`config.mk`:
```
export PLATFORM = sky130hd
export DESIGN_NAME = pixel_write_formatter_core_flat
export DESIGN_NICKNAME = d
export VERILOG_FILES = /design/src/rtl/core/pwf_pkg.sv /design/src/rtl/core/pwf_pixel_if.sv /design/src/rtl/core/pwf_write_if.sv /design/src/rtl/core/pixel_write_formatter_core.sv /design/src/flat_wrapper.sv
export SDC_FILE = /design/constraint.sdc
export NUM_CORES = 2
export LEC_CHECK = 0
export BUFFER_PORTS_ARGS = -buffer_cell sky130_fd_sc_hd__buf_2
export CELL_PAD_IN_SITES_DETAIL_PLACEMENT = 0
export CELL_PAD_IN_SITES_GLOBAL_PLACEMENT = 2
export CORE_UTILIZATION = 46
export CTS_CLUSTER_DIAMETER = 50
export DETAILED_ROUTE_END_ITERATION = 7
export PLACE_DENSITY_LB_ADDON = 0.1
export SLEW_MARGIN = 20
export SYNTH_ARGS = -nofsm -noshare
export SYNTH_HDL_FRONTEND = slang
export SYNTH_SLANG_ARGS = --single-unit
```
`constraint.sdc`:
```
create_clock -name i_clk -period 24.3 [get_ports i_clk]
set_input_delay 4.86 -clock i_clk [delete_from_list [all_inputs] [get_ports i_clk]]
set_output_delay 4.86 -clock i_clk [all_outputs]
set_load 0.1 [all_outputs]
```
`src/rtl/core/pwf_pkg.sv`:
```
// Shared widths, register indexes and arithmetic constants of the pixel write formatter.
// No dependencies; imported by the channel interfaces, the core, the checker and the testbench.
package pwf_pkg;

    localparam int PIX_X_W    = 11;
    localparam int PIX_Y_W    = 10;
    localparam int RGB_W      = 24;
    localparam int OFFSET_W   = 22;
    localparam int DATA_W     = 32;
    localparam int COUNT_W    = 3;

    localparam int CFG_IDX_W  = 3;
    localparam int CFG_DATA_W = 13;

    localparam int WIDTH_W    = 11;
    localparam int HEIGHT_W   = 10;
    localparam int PITCH_W    = 13;
    localparam int LAYOUT_W   = 10;

    // Mask size is capped at this many bits.
    localparam int MAX_MASK   = 16;

    // floor(v/255) == (v * RECIP_255) >> 32 for every v below 255 * 2^16.
    localparam logic [24:0] RECIP_255 = 25'h1010102;
    localparam int          R255_SH   = 32;

    // floor(s/100) == (s * RECIP_100) >> 21 for every luma sum up to 25500.
    localparam logic [14:0] RECIP_100 = 15'd20972;
    localparam int          R100_SH   = 21;

    // Luma weights, in hundredths.
    localparam logic [14:0] LUMA_R = 15'd30;
    localparam logic [14:0] LUMA_G = 15'd59;
    localparam logic [14:0] LUMA_B = 15'd11;

    typedef enum logic [CFG_IDX_W-1:0] {
        CFG_ENABLED      = 3'd0,
        CFG_FRAME_WIDTH  = 3'd1,
        CFG_FRAME_HEIGHT = 3'd2,
        CFG_LINE_PITCH   = 3'd3,
        CFG_BPP          = 3'd4,
        CFG_RED_LAYOUT   = 3'd5,
        CFG_GREEN_LAYOUT = 3'd6,
        CFG_BLUE_LAYOUT  = 3'd7
    } t_cfg_idx;

endpackage

```
`src/rtl/core/pwf_pixel_if.sv`:
```
// Input channel of the pixel write formatter: one pixel write per item.
// Depends on pwf_pkg for field widths.
interface pwf_pixel_if;
    import pwf_pkg::*;

    logic               valid;
    logic               ready;
    logic [PIX_X_W-1:0] pixel_x;
    logic [PIX_Y_W-1:0] pixel_y;
    logic [RGB_W-1:0]   rgb_color;

    modport source (output valid, pixel_x, pixel_y, rgb_color, input ready);
    modport sink   (input valid, pixel_x, pixel_y, rgb_color, output ready);
endinterface

```
`src/rtl/core/pwf_write_if.sv`:
```
// Output channel of the pixel write formatter: one frame-store write per item.
// Depends on pwf_pkg for field widths.
interface pwf_write_if;
    import pwf_pkg::*;

    logic                valid;
    logic                ready;
    logic [OFFSET_W-1:0] byte_offset;
    logic [DATA_W-1:0]   write_data;
    logic [COUNT_W-1:0]  byte_count;

    modport source (output valid, byte_offset, write_data, byte_count, input ready);
    modport sink   (input valid, byte_offset, write_data, byte_count, output ready);
endinterface

```
`src/rtl/core/pixel_write_formatter_core.sv`:
```
// Pixel write formatter: turns pixel writes into packed frame-store writes.
// Depends on pwf_pkg, pwf_pixel_if and pwf_write_if.
//
// Pipeline: 3 stages; an item moves through stages 1, 2 and 3 and is offered from stage 3.
// Throughput: 1 item per cycle while the output is not stalled.
// Stage 1 (range check, pitch multiply, channel pre-scale, luma sum), stage 2 (reciprocal
// multiplies for /255 and /100, offset add), stage 3 (field shifts, pack, mask or luma select).
// A stalled output freezes all three stages together; nothing is lost or repeated.
// Reset (synchronous, active low) clears the stage valid bits and loads the
// register defaults: disabled, 1x1 frame, pitch 1, 4 bytes/pixel, 8:8:8 layout.
module pixel_write_formatter_core #(
    parameter int MAX_WIDTH  = 1024,
    parameter int MAX_HEIGHT = 768,
    parameter int MAX_PITCH  = 4096
) (
    input  logic                            i_clk,
    input  logic                            i_rst_n,
    input  logic                            i_cfg_we,
    input  logic [pwf_pkg::CFG_IDX_W-1:0]   i_cfg_index,
    input  logic [pwf_pkg::CFG_DATA_W-1:0]  i_cfg_data,
    pwf_pixel_if.sink                       i_pix,
    pwf_write_if.source                     o_wr
);
    import pwf_pkg::*;

    // ------------------------------------------------------------------
    // Configuration registers
    // ------------------------------------------------------------------
    logic                r_enabled;
    logic [WIDTH_W-1:0]  r_frame_width;
    logic [HEIGHT_W-1:0] r_frame_height;
    logic [PITCH_W-1:0]  r_line_pitch;
    logic [COUNT_W-1:0]  r_bpp;
    logic [LAYOUT_W-1:0] r_red_layout;
    logic [LAYOUT_W-1:0] r_green_layout;
    logic [LAYOUT_W-1:0] r_blue_layout;

    always_ff @(posedge i_clk) begin
        if (!i_rst_n) begin
            r_enabled      <= 1'b0;
            r_frame_width  <= WIDTH_W'(1);
            r_frame_height <= HEIGHT_W'(1);
            r_line_pitch   <= PITCH_W'(1);
            r_bpp          <= COUNT_W'(4);
            r_red_layout   <= LAYOUT_W'(272);
            r_green_layout <= LAYOUT_W'(264);
            r_blue_layout  <= LAYOUT_W'(256);
        end else if (i_cfg_we) begin
            case (t_cfg_idx'(i_cfg_index))
                CFG_ENABLED:      r_enabled      <= i_cfg_data[0];
                CFG_FRAME_WIDTH:  r_frame_width  <= i_cfg_data[WIDTH_W-1:0];
                CFG_FRAME_HEIGHT: r_frame_height <= i_cfg_data[HEIGHT_W-1:0];
                CFG_LINE_PITCH:   r_line_pitch   <= i_cfg_data[PITCH_W-1:0];
                CFG_BPP:          r_bpp          <= i_cfg_data[COUNT_W-1:0];
                CFG_RED_LAYOUT:   r_red_layout   <= i_cfg_data[LAYOUT_W-1:0];
                CFG_GREEN_LAYOUT: r_green_layout <= i_cfg_data[LAYOUT_W-1:0];
                CFG_BLUE_LAYOUT:  r_blue_layout  <= i_cfg_data[LAYOUT_W-1:0];
                default: ;
            endcase
        end
    end

    // ------------------------------------------------------------------
    // Pipeline control: one advance signal for the whole pipe
    // ------------------------------------------------------------------
    logic r_s1_valid, r_s2_valid, r_s3_valid;
    logic adv;

    assign adv         = !r_s3_valid || o_wr.ready;
    assign i_pix.ready = adv;

    // ------------------------------------------------------------------
    // Stage 1 inputs: drop check, pitch multiply, luma sum, c*(2^n-1) per channel
    // ------------------------------------------------------------------
    logic                 bpp_ok;
    logic                 x_ok, y_ok;
    logic                 n_s1_valid;
    logic [PITCH_W-1:0]   pitch_eff;
    logic [OFFSET_W-1:0]  n_s1_yp;
    logic [7:0]           chan_r, chan_g, chan_b;
    logic [RGB_W-1:0]     n_s1_vr, n_s1_vg, n_s1_vb;
    logic [14:0]          n_s1_luma;

    // Mask size decode with the cap at MAX_MASK bits.
    function automatic logic [4:0] capped_mask_bits(input logic [LAYOUT_W-1:0] layout);
        logic [4:0] sz;
        sz = layout[9:5];
        return (sz > 5'(MAX_MASK)) ? 5'(MAX_MASK) : sz;
    endfunction

    // c * (2^n - 1) as (c << n) - c; n <= 16 keeps it inside 24 bits.
    function automatic logic [RGB_W-1:0] pre_scale(input logic [7:0] c,
                                                   input logic [LAYOUT_W-1:0] layout);
        logic [RGB_W-1:0] cw;
        cw = RGB_W'(c);
        return (cw << capped_mask_bits(layout)) - cw;
    endfunction

    assign chan_r = i_pix.rgb_color[23:16];
    assign chan_g = i_pix.rgb_color[15:8];
    assign chan_b = i_pix.rgb_color[7:0];

    always_comb begin
        bpp_ok     = r_bpp inside {[3'd1:3'd4]};
        // x < min(width, MAX_WIDTH) split into two compares
        x_ok       = (i_pix.pixel_x < r_frame_width) && (int'(i_pix.pixel_x) < MAX_WIDTH);
        y_ok       = (i_pix.pixel_y < r_frame_height) && (int'(i_pix.pixel_y) < MAX_HEIGHT);
        n_s1_valid = i_pix.valid && r_enabled && bpp_ok && x_ok && y_ok;
        // MAX_PITCH is only picked when it is below line_pitch, so it fits.
        pitch_eff  = (int'(r_line_pitch) > MAX_PITCH) ? PITCH_W'(MAX_PITCH) : r_line_pitch;
        n_s1_yp    = OFFSET_W'(i_pix.pixel_y * pitch_eff);
        n_s1_vr    = pre_scale(chan_r, r_red_layout);
        n_s1_vg    = pre_scale(chan_g, r_green_layout);
        n_s1_vb    = pre_scale(chan_b, r_blue_layout);
        n_s1_luma  = 15'(chan_r) * LUMA_R + 15'(chan_g) * LUMA_G + 15'(chan_b) * LUMA_B;
    end

    logic [PIX_X_W-1:0]  r_s1_x;
    logic [COUNT_W-1:0]  r_s1_bpp;
    logic [OFFSET_W-1:0] r_s1_yp;
    logic [RGB_W-1:0]    r_s1_vr, r_s1_vg, r_s1_vb;
    logic [14:0]         r_s1_luma;

    // ------------------------------------------------------------------
    // Stage 2 inputs: offset add, divide by 255 and 100 via reciprocal multiply
    // ------------------------------------------------------------------
    logic [48:0]         prod_r, prod_g, prod_b;
    logic [29:0]         prod_l;
    logic [15:0]         n_s2_qr, n_s2_qg, n_s2_qb;
    logic [7:0]          n_s2_luma;
    logic [OFFSET_W-1:0] n_s2_offset;

    always_comb begin
        prod_r      = 49'(r_s1_vr) * 49'(RECIP_255);
        prod_g      = 49'(r_s1_vg) * 49'(RECIP_255);
        prod_b      = 49'(r_s1_vb) * 49'(RECIP_255);
        prod_l      = 30'(r_s1_luma) * 30'(RECIP_100);
        n_s2_qr     = prod_r[R255_SH +: 16];
        n_s2_qg     = prod_g[R255_SH +: 16];
        n_s2_qb     = prod_b[R255_SH +: 16];
        n_s2_luma   = prod_l[R100_SH +: 8];
        // offset wraps at 2^22
        n_s2_offset = r_s1_yp + OFFSET_W'(r_s1_x * r_s1_bpp);
    end

    logic [15:0]         r_s2_qr, r_s2_qg, r_s2_qb;
    logic [7:0]          r_s2_luma;
    logic [OFFSET_W-1:0] r_s2_offset;
    logic [COUNT_W-1:0]  r_s2_bpp;

    // ------------------------------------------------------------------
    // Stage 3 inputs: place fields, pack, pick luma and trim to the pixel size
    // ------------------------------------------------------------------
    logic [DATA_W-1:0] packed_rgb;
    logic [DATA_W-1:0] n_s3_data;

    always_comb begin
        // bits shifted past bit 31 fall off
        packed_rgb = (DATA_W'(r_s2_qr) << r_red_layout[4:0])
                   | (DATA_W'(r_s2_qg) << r_green_layout[4:0])
                   | (DATA_W'(r_s2_qb) << r_blue_layout[4:0]);
        case (r_s2_bpp)
            3'd1:    n_s3_data = DATA_W'(r_s2_luma);
            3'd2:    n_s3_data = packed_rgb & 32'h0000_FFFF;
            3'd3:    n_s3_data = packed_rgb & 32'h00FF_FFFF;
            default: n_s3_data = packed_rgb;
        endcase
    end

    logic [OFFSET_W-1:0] r_s3_offset;
    logic [DATA_W-1:0]   r_s3_data;
    logic [COUNT_W-1:0]  r_s3_bpp;

    // ------------------------------------------------------------------
    // Stage registers
    // ------------------------------------------------------------------
    always_ff @(posedge i_clk) begin
        if (!i_rst_n) begin
            r_s1_valid <= 1'b0;
            r_s2_valid <= 1'b0;
            r_s3_valid <= 1'b0;
        end else if (adv) begin
            r_s1_valid <= n_s1_valid;
            r_s2_valid <= r_s1_valid;
            r_s3_valid <= r_s2_valid;
        end
    end

    always_ff @(posedge i_clk) begin
        if (adv) begin
            r_s1_x      <= i_pix.pixel_x;
            r_s1_bpp    <= r_bpp;
            r_s1_yp     <= n_s1_yp;
            r_s1_vr     <= n_s1_vr;
            r_s1_vg     <= n_s1_vg;
            r_s1_vb     <= n_s1_vb;
            r_s1_luma   <= n_s1_luma;

            r_s2_qr     <= n_s2_qr;
            r_s2_qg     <= n_s2_qg;
            r_s2_qb     <= n_s2_qb;
            r_s2_luma   <= n_s2_luma;
            r_s2_offset <= n_s2_offset;
            r_s2_bpp    <= r_s1_bpp;

            r_s3_offset <= r_s2_offset;
            r_s3_data   <= n_s3_data;
            r_s3_bpp    <= r_s2_bpp;
        end
    end

    assign o_wr.valid       = r_s3_valid;
    assign o_wr.byte_offset = r_s3_offset;
    assign o_wr.write_data  = r_s3_data;
    assign o_wr.byte_count  = r_s3_bpp;

    // ------------------------------------------------------------------
    // Assertions
    // ------------------------------------------------------------------
    a_s1_from_accept: assert property (@(posedge i_clk) disable iff (!i_rst_n)
        $past(i_rst_n) && $past(adv) && r_s1_valid |-> $past(i_pix.valid && r_enabled))
        else $error("stage 1 valid without an accepted enabled item");

    a_count_range: assert property (@(posedge i_clk) disable iff (!i_rst_n)
        o_wr.valid |-> (o_wr.byte_count != 3'd0) && (o_wr.byte_count <= 3'd4))
        else $error("byte count out of range");

    a_short_zero: assert property (@(posedge i_clk) disable iff (!i_rst_n)
        o_wr.valid && (o_wr.byte_count == 3'd1) |-> (o_wr.write_data[31:8] == 24'd0))
        else $error("grey pixel has bits above byte 0");

    a_stall_freeze: assert property (@(posedge i_clk) disable iff (!i_rst_n)
        i_rst_n && !adv |=> $stable(r_s1_valid) && $stable(r_s2_valid)
                            && $stable(r_s3_offset))
        else $error("pipeline moved during a stall");

endmodule

```
`src/flat_wrapper.sv`:
```
// flat-port wrapper written by rule: the top's interface ports become plain ports
module pixel_write_formatter_core_flat import pwf_pkg::*;
#(
    parameter int MAX_WIDTH  = 1024,
    parameter int MAX_HEIGHT = 768,
    parameter int MAX_PITCH  = 4096
)
  (i_clk, i_rst_n, i_cfg_we, i_cfg_index, i_cfg_data, i_pix_valid, i_pix_pixel_x, i_pix_pixel_y, i_pix_rgb_color, i_pix_ready, o_wr_valid, o_wr_byte_offset, o_wr_write_data, o_wr_byte_count, o_wr_ready);
  pwf_pixel_if i_pix_i ();
  pwf_write_if o_wr_i ();
  input  logic i_clk;
  input  logic i_rst_n;
  input  logic i_cfg_we;
  input  logic [pwf_pkg::CFG_IDX_W-1:0] i_cfg_index;
  input  logic [pwf_pkg::CFG_DATA_W-1:0] i_cfg_data;
  input wire logic [$bits(i_pix_i.valid)-1:0] i_pix_valid;
  input wire logic [$bits(i_pix_i.pixel_x)-1:0] i_pix_pixel_x;
  input wire logic [$bits(i_pix_i.pixel_y)-1:0] i_pix_pixel_y;
  input wire logic [$bits(i_pix_i.rgb_color)-1:0] i_pix_rgb_color;
  output wire logic [$bits(i_pix_i.ready)-1:0] i_pix_ready;
  output wire logic [$bits(o_wr_i.valid)-1:0] o_wr_valid;
  output wire logic [$bits(o_wr_i.byte_offset)-1:0] o_wr_byte_offset;
  output wire logic [$bits(o_wr_i.write_data)-1:0] o_wr_write_data;
  output wire logic [$bits(o_wr_i.byte_count)-1:0] o_wr_byte_count;
  input wire logic [$bits(o_wr_i.ready)-1:0] o_wr_ready;
  assign i_pix_i.valid = i_pix_valid;
  assign i_pix_i.pixel_x = i_pix_pixel_x;
  assign i_pix_i.pixel_y = i_pix_pixel_y;
  assign i_pix_i.rgb_color = i_pix_rgb_color;
  assign i_pix_ready = i_pix_i.ready;
  assign o_wr_valid = o_wr_i.valid;
  assign o_wr_byte_offset = o_wr_i.byte_offset;
  assign o_wr_write_data = o_wr_i.write_data;
  assign o_wr_byte_count = o_wr_i.byte_count;
  assign o_wr_i.ready = o_wr_ready;
  pixel_write_formatter_core #(.MAX_WIDTH(MAX_WIDTH), .MAX_HEIGHT(MAX_HEIGHT), .MAX_PITCH(MAX_PITCH)) u_core (.i_clk(i_clk), .i_rst_n(i_rst_n), .i_cfg_we(i_cfg_we), .i_cfg_index(i_cfg_index), .i_cfg_data(i_cfg_data), .i_pix(i_pix_i), .o_wr(o_wr_i));
endmodule
```
# ---- Word level (Yosys, flattened, before mapping)
# Cells that the tools add are included.
dict set report totals {
  elab_cells 93
  latchBits 0
  out_inout_bits 59
  memories 0
  mem_bits_ro 0
  input_bits 66
  mem_bits_rw 0
  reg_bits 332
}
dict set report classes {
  shift 6
  n_div 0
  magnitude_cmp 10
  reduce_logical 18
  bitwise_logic 2
  n_mux 5
  eq_ne 10
  n_addsub 6
  mul 9
}
# op count
set ops {}
lappend ops {{24-bit by 24-bit multiplier with 47-bit output (second input constant)} 3}
lappend ops {{32-bit case mux with 3 select lines} 1}
lappend ops {{16-bit by 5-bit << shifter with 32-bit output} 3}
lappend ops {{8-bit by 5-bit << shifter with 24-bit output} 3}
lappend ops {{24-bit by 8-bit subtractor with 24-bit output} 3}
lappend ops {{32-bit bitwise OR} 2}
lappend ops {{15-bit by 13-bit multiplier with 27-bit output (second input constant)} 1}
lappend ops {{8-bit by 4-bit multiplier with 12-bit output (second input constant)} 2}
lappend ops {{22-bit by 14-bit adder with 22-bit output} 1}
lappend ops {{10-bit by 13-bit multiplier with 22-bit output} 1}
lappend ops {{2-bit AND reduction} 8}
lappend ops {{13-bit by 14-bit adder with 15-bit output} 1}
lappend ops {{15-bit by 12-bit adder with 15-bit output} 1}
lappend ops {{5-bit > comparator (second input constant)} 3}
lappend ops {{5-bit two-way mux} 3}
lappend ops {{11-bit by 3-bit multiplier with 14-bit output} 1}
lappend ops {{8-bit by 6-bit multiplier with 14-bit output (second input constant)} 1}
lappend ops {{13-bit > comparator (second input constant)} 1}
lappend ops {{13-bit two-way mux} 1}
lappend ops {{3-bit by 2-bit equality test with 1-bit output (second input constant)} 4}
lappend ops {{3-bit equality test (second input constant)} 4}
lappend ops {{11-bit less-than comparator} 1}
lappend ops {{11-bit less-than comparator (second input constant)} 1}
lappend ops {{10-bit less-than comparator} 1}
lappend ops {{other kinds (8)} 15}

# ---- Longest topological paths before layout
dict set report depth {
  ltp_word 5
  ltp_mapped 25
  depth_no_buf 23
}

# ---- Worst setup path before layout
# No wires, ideal clock.
dict set report synth_timing {
  path_type {input -> output}
  from {input port o_wr_ready}
  to {output port i_pix_ready}
  stages 2
  path_slack_ns 8.892
  arrival_ns 10.548
  t_required_ns 19.440
  path_buffers 0
  path_cell_list {nor2b_1 -> inv_1}
}
dict set report synth_between {
  elab_chain_cells 1
}
# item line_no
set synth_rtl {}
lappend synth_rtl {{start, declared} flat_wrapper.sv:25} ;# input wire logic [$bits(o_wr_i.ready)-1:0] o_wr_ready;
lappend synth_rtl {{1-bit logical OR} pixel_write_formatter_core.sv:69} ;# assign adv = !r_s3_valid || o_wr.ready;
lappend synth_rtl {{end, declared} flat_wrapper.sv:20} ;# output wire logic [$bits(i_pix_i.ready)-1:0] i_pix_ready;
# No other way between the ends.

# ---- Worst setup path after layout
# Ends and elaborated chain as after synthesis.

==> tab_implementation.tex <==
\begin{tabular}{lr}
\hline
Metric & Value \\
\hline
\multicolumn{2}{l}{\textbf{Critical path}} \\
\quad Element type at the critical path end & output port \\
\quad Data required time of the worst path & 19.44 ns \\
\quad Top fanout value on the critical path & between 100 and 150 \\
\quad Data arrival time at the worst-slack endpoint & about 6.6 ns \\
\quad Type of the setup path with the least slack & in -> out \\
\quad Critical path startpoint category & primary input \\
\multicolumn{2}{l}{\textbf{Routing}} \\
\quad DR iter-0 viols & 1785 \\
\quad Routed wire per std cell & approximately 18 µm \\
\quad Total Routed Length & approximately 97000 µm \\
\quad Via count & between 20000 and 30000 \\
\quad Post-route antenna net violation count & 0 \\
\quad Via/cell ratio & between 5 and 6 \\
\quad DRC Markers & 0 \\
\quad 1st-pass router iterations & 7 \\
\multicolumn{2}{l}{\textbf{Run}} \\
\quad Max-capacitance violation count & 0 \\
\multicolumn{2}{l}{\textbf{Global route}} \\
\quad Largest net degree at the start of global routing & 127 \\
\quad Remaining Overflow, GRT & 0 \\
\quad Initial antenna violation count & 9 \\
\quad Overall Global Routing Usage & 23.13\% \\
\quad Wire length of the first global-routing pass & 158300 µm \\
\quad Via count of the first global-routing pass & between 20000 and 30000 \\
\multicolumn{2}{l}{\textbf{Logic synthesis}} \\
\quad Number of flops mapped to enable cells by yosys & between 200 and 300 \\
\quad Cell variety after synth & 82 \\
\quad Post-synthesis instance area & 0.03963 mm² \\
\quad Gate count after technology mapping & roughly 4000 \\
\quad Total of warnings raised by yosys & 0 \\
\quad Area leader, netlist & ha\_1 \\
\quad Cell types with the largest area share after synthesis & ha\_1, edfxtp\_1, fa\_1 \\
\quad Ranking of synthesized cells by instance count & ha\_1, inv\_1, nand2\_1, fa\_1, edfxtp\_1 \\
\quad Post-synthesis register bit count & roughly 330 \\
\quad Sequential-to-total area share from yosys stat & approximately a quarter \\
\quad Commonest register cell after synthesis & edfxtp\_1 \\
\quad Area share of the leading cell type in the synthesized netlist & 24.81\% \\
\quad Async S/R FF share, synth & 0\% \\
\quad Syn\_area\_per\_cell & between 9 and 10 µm² \\
\quad Syn Nets & 5222 \\
\quad Most instantiated library cell after synthesis & ha\_1 \\
\multicolumn{2}{l}{\textbf{Clocking}} \\
\quad Maximum count of clock buffers along a single path & 3 \\
\quad Clock edge transition at the registers on the reported setup and hold paths & around 0.05 ns \\
\quad CTS Sinks & $\sim$330 \\
\quad Buffers inserted by post-CTS timing repair & 0 \\
\quad CTS tree & yes \\
\quad Number of buffers inserted by hold repair at cts & 0 \\
\quad Total clock buffers created by CTS & 50 \\
\quad Master cell of the clock root buffer & clkbuf\_16 \\
\quad Clk Latency, worst-skew pair & around 0.61 ns \\
\quad Number of H-tree levels & 2 \\
\quad Quantity of gates resized following cts & 0 \\
\multicolumn{2}{l}{\textbf{Floorplan}} \\
\quad Die Area & roughly 0.087 mm² \\
\quad Count of standard-cell rows & 107 \\
\quad Floorplan die height & approximately 300 µm \\
\quad Core area & $\sim$0.085 mm² \\
\quad Ports & approximately 130 \\
\quad X dimension of the die & around 300 µm \\
\quad Effective utilization at floorplan & about 46\% \\
\multicolumn{2}{l}{\textbf{Place}} \\
\quad Count of input and output buffers & approximately 120 \\
\quad Worst Setup Slack post-DPL & roughly 13 ns \\
\quad Placer congestion estimate & 0.9250 \\
\quad Cell total after placement & 5245 \\
\quad Total half-perimeter wirelength after legalization and detailed placement & just under 80000 µm \\
\quad Total cell area at the placement stage & slightly above 0.04 mm² \\
\multicolumn{2}{l}{\textbf{Final layout}} \\
\quad Post-route design area & 0.04309 mm² \\
\quad Post-layout instance count excluding filler cells & about 5300 \\
\quad Total Nets Final & $\sim$5300 \\
\quad Fillers & 8147 \\
\quad Proportion of layout cells with a drive suffix above 1 & between 7 and 8\% \\
\quad Layout Area Growth over Synthesis & 8.726\% \\
\multicolumn{2}{l}{\textbf{STA}} \\
\quad Maximum clock frequency & around 87 MHz \\
\quad Final period util & 47.10\% \\
\quad Final-layout setup total negative slack & 0 ns \\
\quad Post-route worst setup slack & approximately 13 ns \\
\quad Time the worst path needs with I/O delays and setup & roughly 11 ns \\
\quad Pins Over Slew Limit & 0 \\
\quad Slew @ Worst Pin & slightly above 1 ns \\
\quad Number of hold violations in the final report & 0 \\
\quad Final worst clock skew & 0.02656 ns \\
\quad Relative slew slack & a little under a third \\
\quad Setup repair after global routing missed its margin & false \\
\quad Worst Hold Slack & 0.4176 ns \\
\quad Endpoints failing setup & 0 \\
\multicolumn{2}{l}{\textbf{Power and ir drop}} \\
\quad Static Leakage & between 20 and 25 nW \\
\quad Worst vdd rail ir drop & between 0.0004 and 0.0005 V \\
\quad Power per cell area & roughly 130 mW/mm² \\
\multicolumn{2}{l}{\textbf{Hold path}} \\
\quad Class of the worst hold path & reg -> reg \\
\multicolumn{2}{l}{\textbf{Outcome}} \\
\quad Run status & complete, no violations \\
\hline
\end{tabular}
==> metal layers <==
layer | GRT usage (%) | vias to the layer above | routed length [µm]
met3 | 2.751 | 105 | 4305
met5 | 0 | - | 9
met2 | 36.20 | 556 | 42220
met1 | 34.20 | 13580 | 49170
li1 | - | 14120 | -
met4 | 4.701 | 2 | 1657
==> sequential cells by signal (all words and copies together) (netlist names), 11 cells and up <==
signal,count
u_core.r_s2_qr,16
u_core.r_s1_luma,15
u_core.r_s2_offset,22
u_core.r_s1_yp,22
u_core.r_s1_vb,24
u_core.r_frame_width,11
u_core.r_s2_qb,16
u_core.r_s1_vr,24
u_core.o_wr.write_data,32
u_core.r_s2_qg,16
u_core.r_s1_x,11
u_core.r_s1_vg,24
u_core.r_line_pitch,13
u_core.o_wr.byte_offset,22
==> cell type report <==
class / count / area, µm² / share of cell area (%)
multi-input cells: 2994 / 27530 / 63.88
flip-flops and latches: 332 / 9259 / 21.49
inverters: 636 / 2395 / 5.558
well taps: 1144 / 1431 / 3.322
clock buffers: 56 / 1274 / 2.956
repair buffers: 139 / 733.2 / 1.702
clock inverters: 37 / 457.9 / 1.063
diodes: 6 / 15.01 / 0.03484
==> kinds of logic (layout without fill, tap and decap cells) <==
family | after synthesis | count (layout) | share of synthesized area, %
AO/OA/AOI/OAI | 610 | 610 | 10.02
XOR/XNOR | 151 | 151 | 3.337
adder cells (fa/ha/maj) | 1075 | 1075 | 39.41
buffers and inverters | 755 | 868 | 7.198
flip-flops | 332 | 332 | 23.36
multiplexers | 135 | 135 | 4.436
other | 0 | 6 | 0
AND/OR/NAND/NOR | 1023 | 1023 | 12.24
==> power breakdown <==
| group | internal (mW) | switching, mW |
|---|---|---|
| Combinational | 1.71 | 2.26 |
| Clock | 0.445 | 0.295 |
| Sequential | 0.827 | 0.104 |
==> cells in the final DEF (no fill, tap or decap), types with 19 or more instances in the layout <==
| cell type | instances |
|---|---|
| xnor2_1 | 105 |
| mux2_2 | 25 |
| ha_1 | 786 |
| nand2b_1 | 32 |
| a21boi_0 | 80 |
| a21o_1 | 55 |
| nor3_1 | 64 |
| nand2_1 | 391 |
| o21bai_1 | 21 |
| nand3_1 | 71 |
| dfxtp_1 | 71 |
| nand4_1 | 19 |
| a211oi_1 | 30 |
| and2_1 | 92 |
| nor2_1 | 208 |
| inv_1 | 631 |
| mux4_2 | 30 |
| fa_1 | 289 |
| nor2b_1 | 63 |
| edfxtp_1 | 261 |
| mux2i_1 | 80 |
| xor2_1 | 46 |
| o21a_1 | 19 |
| o22ai_1 | 29 |
| clkbuf_16 | 50 |
| buf_2 | 124 |
| o21ai_0 | 106 |
| a21oi_1 | 149 |
| a31oi_1 | 23 |
==> critical path, cell delays in order <==
cell     delay, ns
buf_2         0.09
nor2b_1       0.62
inv_8         0.47
buf_2         0.47
==> per-stage QoR <==
step	total power [mW]	utilization [%]
final	5.648	50.53
after global routing	6.443	50.52
after CTS	5.777	50.50
after detailed placement	4.985	48.47
after global placement	4.991	48.47
after floorplan	4.001	-
==> path summary, 6_finish.rpt <==
kind,start,endpoint,slack [ns],depth (start not counted)
setup / recovery,o_wr_ready,i_pix_ready,12.85,4
hold / removal,u_core.r_s2_offset[13]$_DFFE_PP_,u_core.o_wr.byte_offset[13]$_DFFE_PP_,0.42,0
setup reg to reg,u_core.r_line_pitch[12]$_SDFFE_PN0P_,u_core.r_s1_yp[20]$_DFFE_PP_,17.66,20
hold reg to reg,u_core.r_s2_offset[13]$_DFFE_PP_,u_core.o_wr.byte_offset[13]$_DFFE_PP_,0.42,0
Power figures use the tool's default switching activity.
